--- src/rtl/ptp_pkg.sv ---
// shared constants, command/status structs and the colour distance function
// for the palette threshold packer; no dependencies
package ptp_pkg;

	localparam int MAX_SOURCE     = 4096;
	localparam int SRC_AW         = $clog2(MAX_SOURCE);
	localparam int CNT_W          = SRC_AW + 1;
	localparam int PALETTE_SIZE   = 256;
	localparam int PAL_AW         = 8;
	localparam int USED_W         = 9;
	localparam int CHANNEL_LEVELS = 64;
	localparam int CH_W           = $clog2(CHANNEL_LEVELS);
	localparam int COLOR_W        = 3 * CH_W;
	localparam int HI_SMALL       = (CHANNEL_LEVELS - 1) * (CHANNEL_LEVELS - 1);
	localparam int THR_W          = $clog2(HI_SMALL + 1);
	localparam int DIST_W         = 2 * CH_W + 2;
	localparam int FIRST_GUESS    = 50 * 8;
	localparam int BIG_CEILING    = 800;
	localparam int BIG_LIMIT      = 128;

	typedef logic [COLOR_W-1:0] color_t;

	typedef struct packed {
		logic load_out;
		logic copy_start;
		logic copy_rd;
		logic copy_wr;
		logic copy_fin;
		logic bi_init;
		logic clr_used;
		logic pass_start;
		logic halve;
		logic src_rd;
		logic cand_lat;
		logic next_k;
		logic take;
		logic skip;
		logic bi_upd;
		logic fill_init;
		logic pack_fin;
	} ptp_cmd_t;

	typedef struct packed {
		logic fits;
		logic copy_more;
		logic src_more;
		logic used_zero;
		logic reject;
		logic last_k;
		logic bi_done;
		logic fill_done;
	} ptp_status_t;

	function automatic logic [DIST_W-1:0] color_dist(input color_t a, input color_t b);
		logic [CH_W-1:0]     d;
		logic [2*CH_W-1:0]   dd;
		logic [DIST_W-1:0]   acc;
		acc = '0;
		for (int c = 0; c < 3; c++) begin
			d = (a[c*CH_W +: CH_W] > b[c*CH_W +: CH_W]) ?
				a[c*CH_W +: CH_W] - b[c*CH_W +: CH_W] :
				b[c*CH_W +: CH_W] - a[c*CH_W +: CH_W];
			// square needs the full double width
			dd = {{CH_W{1'b0}}, d};
			acc = acc + DIST_W'(dd * dd);
		end
		return acc;
	endfunction

endpackage

--- src/rtl/ptp_ctrl.sv ---
// controller state machine of the packer: sequences loads, reads, copy,
// bisection and fill scans; uses ptp_pkg
module ptp_ctrl
	import ptp_pkg::*;
(
	input  logic        clk,
	input  logic        arst_n,
	input  logic        accept,
	input  logic        kind,
	input  logic        last,
	input  ptp_status_t st,
	output ptp_cmd_t    cmd,
	output logic        idle
);

	localparam logic [3:0] S_IDLE    = 4'd0;
	localparam logic [3:0] S_RDW     = 4'd1;
	localparam logic [3:0] S_CPRD    = 4'd2;
	localparam logic [3:0] S_CPWR    = 4'd3;
	localparam logic [3:0] S_SCSRC   = 4'd4;
	localparam logic [3:0] S_SCSWT   = 4'd5;
	localparam logic [3:0] S_SCPWT   = 4'd6;
	localparam logic [3:0] S_TAKE    = 4'd7;
	localparam logic [3:0] S_BIEND   = 4'd8;
	localparam logic [3:0] S_FILLINI = 4'd9;
	localparam logic [3:0] S_FILLEND = 4'd10;

	logic [3:0] state_q, state_nx;
	logic       fill_q, fill_nx;

	always_comb begin
		state_nx = state_q;
		fill_nx  = fill_q;
		cmd      = '0;
		unique case (state_q)
			S_IDLE: begin
				if (accept) begin
					if (kind) begin
						state_nx = S_RDW;
					end else if (last) begin
						if (st.fits) begin
							cmd.copy_start = 1'b1;
							state_nx       = S_CPRD;
						end else begin
							cmd.bi_init    = 1'b1;
							cmd.clr_used   = 1'b1;
							cmd.pass_start = 1'b1;
							fill_nx        = 1'b0;
							state_nx       = S_SCSRC;
						end
					end
				end
			end
			S_RDW: begin
				cmd.load_out = 1'b1;
				state_nx     = S_IDLE;
			end
			S_CPRD: begin
				if (st.copy_more) begin
					cmd.copy_rd = 1'b1;
					state_nx    = S_CPWR;
				end else begin
					cmd.copy_fin = 1'b1;
					state_nx     = S_IDLE;
				end
			end
			S_CPWR: begin
				cmd.copy_wr = 1'b1;
				state_nx    = S_CPRD;
			end
			S_SCSRC: begin
				if (st.src_more) begin
					cmd.src_rd = 1'b1;
					state_nx   = S_SCSWT;
				end else begin
					state_nx = fill_q ? S_FILLEND : S_BIEND;
				end
			end
			S_SCSWT: begin
				cmd.cand_lat = 1'b1;
				state_nx     = st.used_zero ? S_TAKE : S_SCPWT;
			end
			S_SCPWT: begin
				if (st.reject) begin
					cmd.skip = 1'b1;
					state_nx = S_SCSRC;
				end else if (st.last_k) begin
					state_nx = S_TAKE;
				end else begin
					cmd.next_k = 1'b1;
				end
			end
			S_TAKE: begin
				cmd.take = 1'b1;
				state_nx = S_SCSRC;
			end
			S_BIEND: begin
				cmd.bi_upd = 1'b1;
				if (st.bi_done) begin
					state_nx = S_FILLINI;
				end else begin
					cmd.clr_used   = 1'b1;
					cmd.pass_start = 1'b1;
					state_nx       = S_SCSRC;
				end
			end
			S_FILLINI: begin
				cmd.fill_init = 1'b1;
				fill_nx       = 1'b1;
				state_nx      = S_SCSRC;
			end
			S_FILLEND: begin
				if (st.fill_done) begin
					cmd.pack_fin = 1'b1;
					state_nx     = S_IDLE;
				end else begin
					cmd.halve      = 1'b1;
					cmd.pass_start = 1'b1;
					state_nx       = S_SCSRC;
				end
			end
			default: begin
				state_nx = S_IDLE;
			end
		endcase
	end

	always_ff @(posedge clk or negedge arst_n) begin
		if (!arst_n) begin
			state_q <= S_IDLE;
			fill_q  <= 1'b0;
		end else begin
			state_q <= state_nx;
			fill_q  <= fill_nx;
		end
	end

	assign idle = (state_q == S_IDLE);

endmodule

--- config.mk ---
export PLATFORM = sky130hd
export DESIGN_NAME = ptp_ctrl
export DESIGN_NICKNAME = d
export VERILOG_FILES = /design/src/rtl/ptp_pkg.sv /design/src/rtl/ptp_ctrl.sv
export SDC_FILE = /design/constraint.sdc
export NUM_CORES = 1
export LEC_CHECK = 0
export BUFFER_PORTS_ARGS = -buffer_cell sky130_fd_sc_hd__buf_2
export CAP_MARGIN = 15
export CORE_MARGIN = 5
export CORE_UTILIZATION = 38
export DETAILED_ROUTE_END_ITERATION = 8
export GPL_TIMING_DRIVEN = 0
export PLACE_DENSITY = 0.74
export REMOVE_ABC_BUFFERS = 1
export SETUP_SLACK_MARGIN = 0.3
export SYNTH_ARGS = -nofsm -noshare
export SYNTH_HDL_FRONTEND = slang
export SYNTH_SLANG_ARGS = --single-unit
--- constraint.sdc ---
create_clock -name clk -period 1.9 [get_ports clk]
set_clock_uncertainty 0.2 [all_clocks]
set_input_delay 0.475 -clock clk [delete_from_list [all_inputs] [get_ports clk]]
set_output_delay 0.475 -clock clk [all_outputs]
set_load 0.01 [all_outputs]
==> metrics.txt <==
outcome finished, violations left; violated checks setup timing; time the worst path needs with I/O delays and setup 2.46 ns; area post-placement 696 um2; launch point of the worst reg-to-reg path state_q[1]; initial core utilization 38.8%; Pins Over Slew Limit 0; utilization after layout 74.6%; Setup crit start kind register; area used by multi-input combinational logic 563 um2; worst voltage drop across the vdd grid 0.000619 V; DRT Wirelength 2.28 mm; FP Rows 14; final instance area 1080 um2; clock tree from TritonCTS done; Buf+Inv Stages, Crit Path 1; H-tree level count 1; Worst R2R Setup Slack 0.05 ns; cell-by-cell listing of the critical path or4_4 > nor3_4 > nand3_2 > o41ai_1 > buf_2; vias in the first global route 752; remaining routing DRC violations 0; final setup violating endpoints 18; FF-to-FF End state_q[2]; number of vias in the routed layout 790; TritonCTS sink count 5; Inserted Clock Buffers 3; deepest clock path buffer count 2; maximum single-stage delay on the critical path 0.55 ns; root buffer cell sky130_fd_sc_hd__clkbuf_4; number of nets in the layout 135; most area-consuming cells after synthesis sky130_fd_sc_hd__dfrtp_1, sky130_fd_sc_hd__nor2_1, sky130_fd_sc_hd__nand2b_1, sky130_fd_sc_hd__nor3_1, sky130_fd_sc_hd__nor4b_1; cell family with most CP delay simple AND/OR/NAND/NOR gates; Reg area 130 um2; worst-case setup slack after placement -0.555 ns; number of enable flip-flop cells after synthesis 0; core outline area 1450 um2; final HPWL from detailed placement 1.24 mm; buffers added on ports 30; total negative slack for setup checks -4.84 ns; global-route wire length before repair 3.35 mm; max-capacitance violation count 0; Critical Path Sink Type output port; cell type with the largest total area after synthesis sky130_fd_sc_hd__dfrtp_1; Avg Cell Area, Syn 7.33 um2; maximum net fanout on the critical path 4; worst rel slew slack 77.9%; Cells after Synth 77; final antenna-violating net count 0; critical path data required time 1.22 ns; netlist area before placement 564 um2; Total GRT Usage 17.3%; proportion of synthesized flip-flops having asynchronous set or reset 100%; library cells used by synthesis 31; antenna violations before repair 0; area share of the leading cell type in the synthesized netlist 22.2%; antenna cells 0; horizontal die dimension 48.5 um; number of standard cells in the layout, taps in and fillers out 137; slew at the pin closest to its max-slew limit 0.328 ns; cell at the slowest stage of the critical path sky130_fd_sc_hd__or4_4; startpoint of the lowest-slack hold path fill_q; Max Clock Freq 406 MHz; drt first-iter violations 13; layout cells sized above 1 68.6%; clock transition at the registers of the reported paths 0.05 ns; total gr overflow 0; R2R cell count 5; Worst Hold Path EP fill_q; die height 48.5 um; Cells after DPL 116; register bit total from synthesis 5; post-synthesis sequential area ratio 22.2%; most frequently used flop master after synthesis sky130_fd_sc_hd__dfrtp_1; ratio of total power to cell area 1220 nW/um2; Min-Delay Path Depth 1; path class of the lowest-slack min-delay path register to register; DR WL/cell 16.7 um; routability cong. 0.764; critical path start-end classification register to output port; Hold Violations, Final 0; Pleak 0.522 nW; fill cell instance count of the final layout 93; pin count of the biggest net entering global routing 18; list of most frequent post-synthesis cells sky130_fd_sc_hd__nor2_1, sky130_fd_sc_hd__nor3_1; via density per instance 5.77; most frequent cell after synthesis sky130_fd_sc_hd__nor2_1; Die Outline Area 2360 um2; later-pin clock latency in the skew report 0.26 ns; area grow syn2layout 92.2%; first-pass iteration count of the detailed router 4; RSZ-0062 raised after global routing true; Arr. time, crit path 1.79 ns; top-level I/O count 31; setup slack after layout -0.561 ns; yosys synthesis warning count 0; Final Cycle Share 130%
-- layer usage --
layer / global-route usage (%) / up-vias / wire (um)
met5: 0 / - / 0
met4: 7.17 / 0 / 95
li1: - / 370 / -
met2: 29.1 / 37 / 1160
met3: 7.67 / 12 / 167
met1: 18.7 / 371 / 854
-- worst max path at each step --
stage               endpoint  cells past startpoint  slack [ns]  startpoint
finish               cmd[10]                      5       -0.56  state_q[0]
global route         cmd[10]                      5       -0.62  state_q[0]
CTS                  cmd[10]                      5       -0.55  state_q[0]
detailed placement   cmd[10]                      5       -0.55  state_q[1]
global placement     cmd[10]                      5       -0.52  state_q[1]
floorplan            cmd[10]                      4       -0.23  state_q[1]
-- worst register-to-register path: cells and delay by family (launching register included) --
family | cells | cell delay (ns)
buffers and inverters | 1 | 0.16
and+or+nand+nor | 1 | 0.36
DFF | 1 | 0.41
muxes | 1 | 0.31
AOI/OAI and AO/OA | 2 | 0.36
-- layout by cell type (no fill, tap or decap), types with 3 or more instances in the layout --
| cell | instances |
|---|---|
| sky130_fd_sc_hd__clkbuf_4 | 3 |
| sky130_fd_sc_hd__nor3_1 | 3 |
| sky130_fd_sc_hd__a21oi_1 | 4 |
| sky130_fd_sc_hd__buf_4 | 10 |
| sky130_fd_sc_hd__dfrtp_2 | 4 |
| sky130_fd_sc_hd__buf_2 | 29 |
| sky130_fd_sc_hd__buf_6 | 5 |
| sky130_fd_sc_hd__inv_1 | 3 |
| sky130_fd_sc_hd__nor2_1 | 5 |
| sky130_fd_sc_hd__nor2_2 | 4 |
| sky130_fd_sc_hd__nand2b_4 | 3 |
-- layout make-up --
| cell class | count | share of cell area [%] |
|---|---|---|
| Timing Repair Buffer | 47 | 30.1 |
| Inverter | 4 | 1.73 |
| Multi-Input combinational cell | 61 | 51.9 |
| Clock buffer | 4 | 2.42 |
| Sequential cell | 5 | 12.0 |
| Tap cell | 16 | 1.85 |
-- sequential cells by signal, indices dropped and copies added, names as in the netlist --
name / flops
state_q: 4
fill_q: 1
-- stage by stage --
| step | hold WS, ns | power [mW] |
|---|---|---|
| 2_1_floorplan | -0.0206 | 0.546 |
| 3_3_place_gp | 0.0908 | 0.682 |
| 3_5_place_dp | 0.0965 | 0.696 |
| 4_1_cts | 0.277 | 1.04 |
| 5_1_grt | 0.305 | 1.41 |
| 6_report | 0.282 | 1.32 |
-- cells by family after synthesis --
logic type             synth area share [%]
AO/OA/AOI/OAI                          18.6
buffers and inverters                  9.53
flip-flops                             22.2
multiplexers                           5.54
AND/OR/NAND/NOR                        44.1
-- repair_timing --
action,in CTS,in global routing
endpoints found under the hold margin,5,0
hold buffers,1,0
buffers inserted,8,8
gates resized for setup,24,28
pin swaps,5,8
setup endpoints to repair,22,22
-- where the power goes --
part / switching (mW) / internal (mW)
Sequential: 0.0261 / 0.148
Clock: 0.0550 / 0.0801
Combinational: 0.533 / 0.478
Total: 0.614 / 0.707
(Power assumes the default switching activity.)
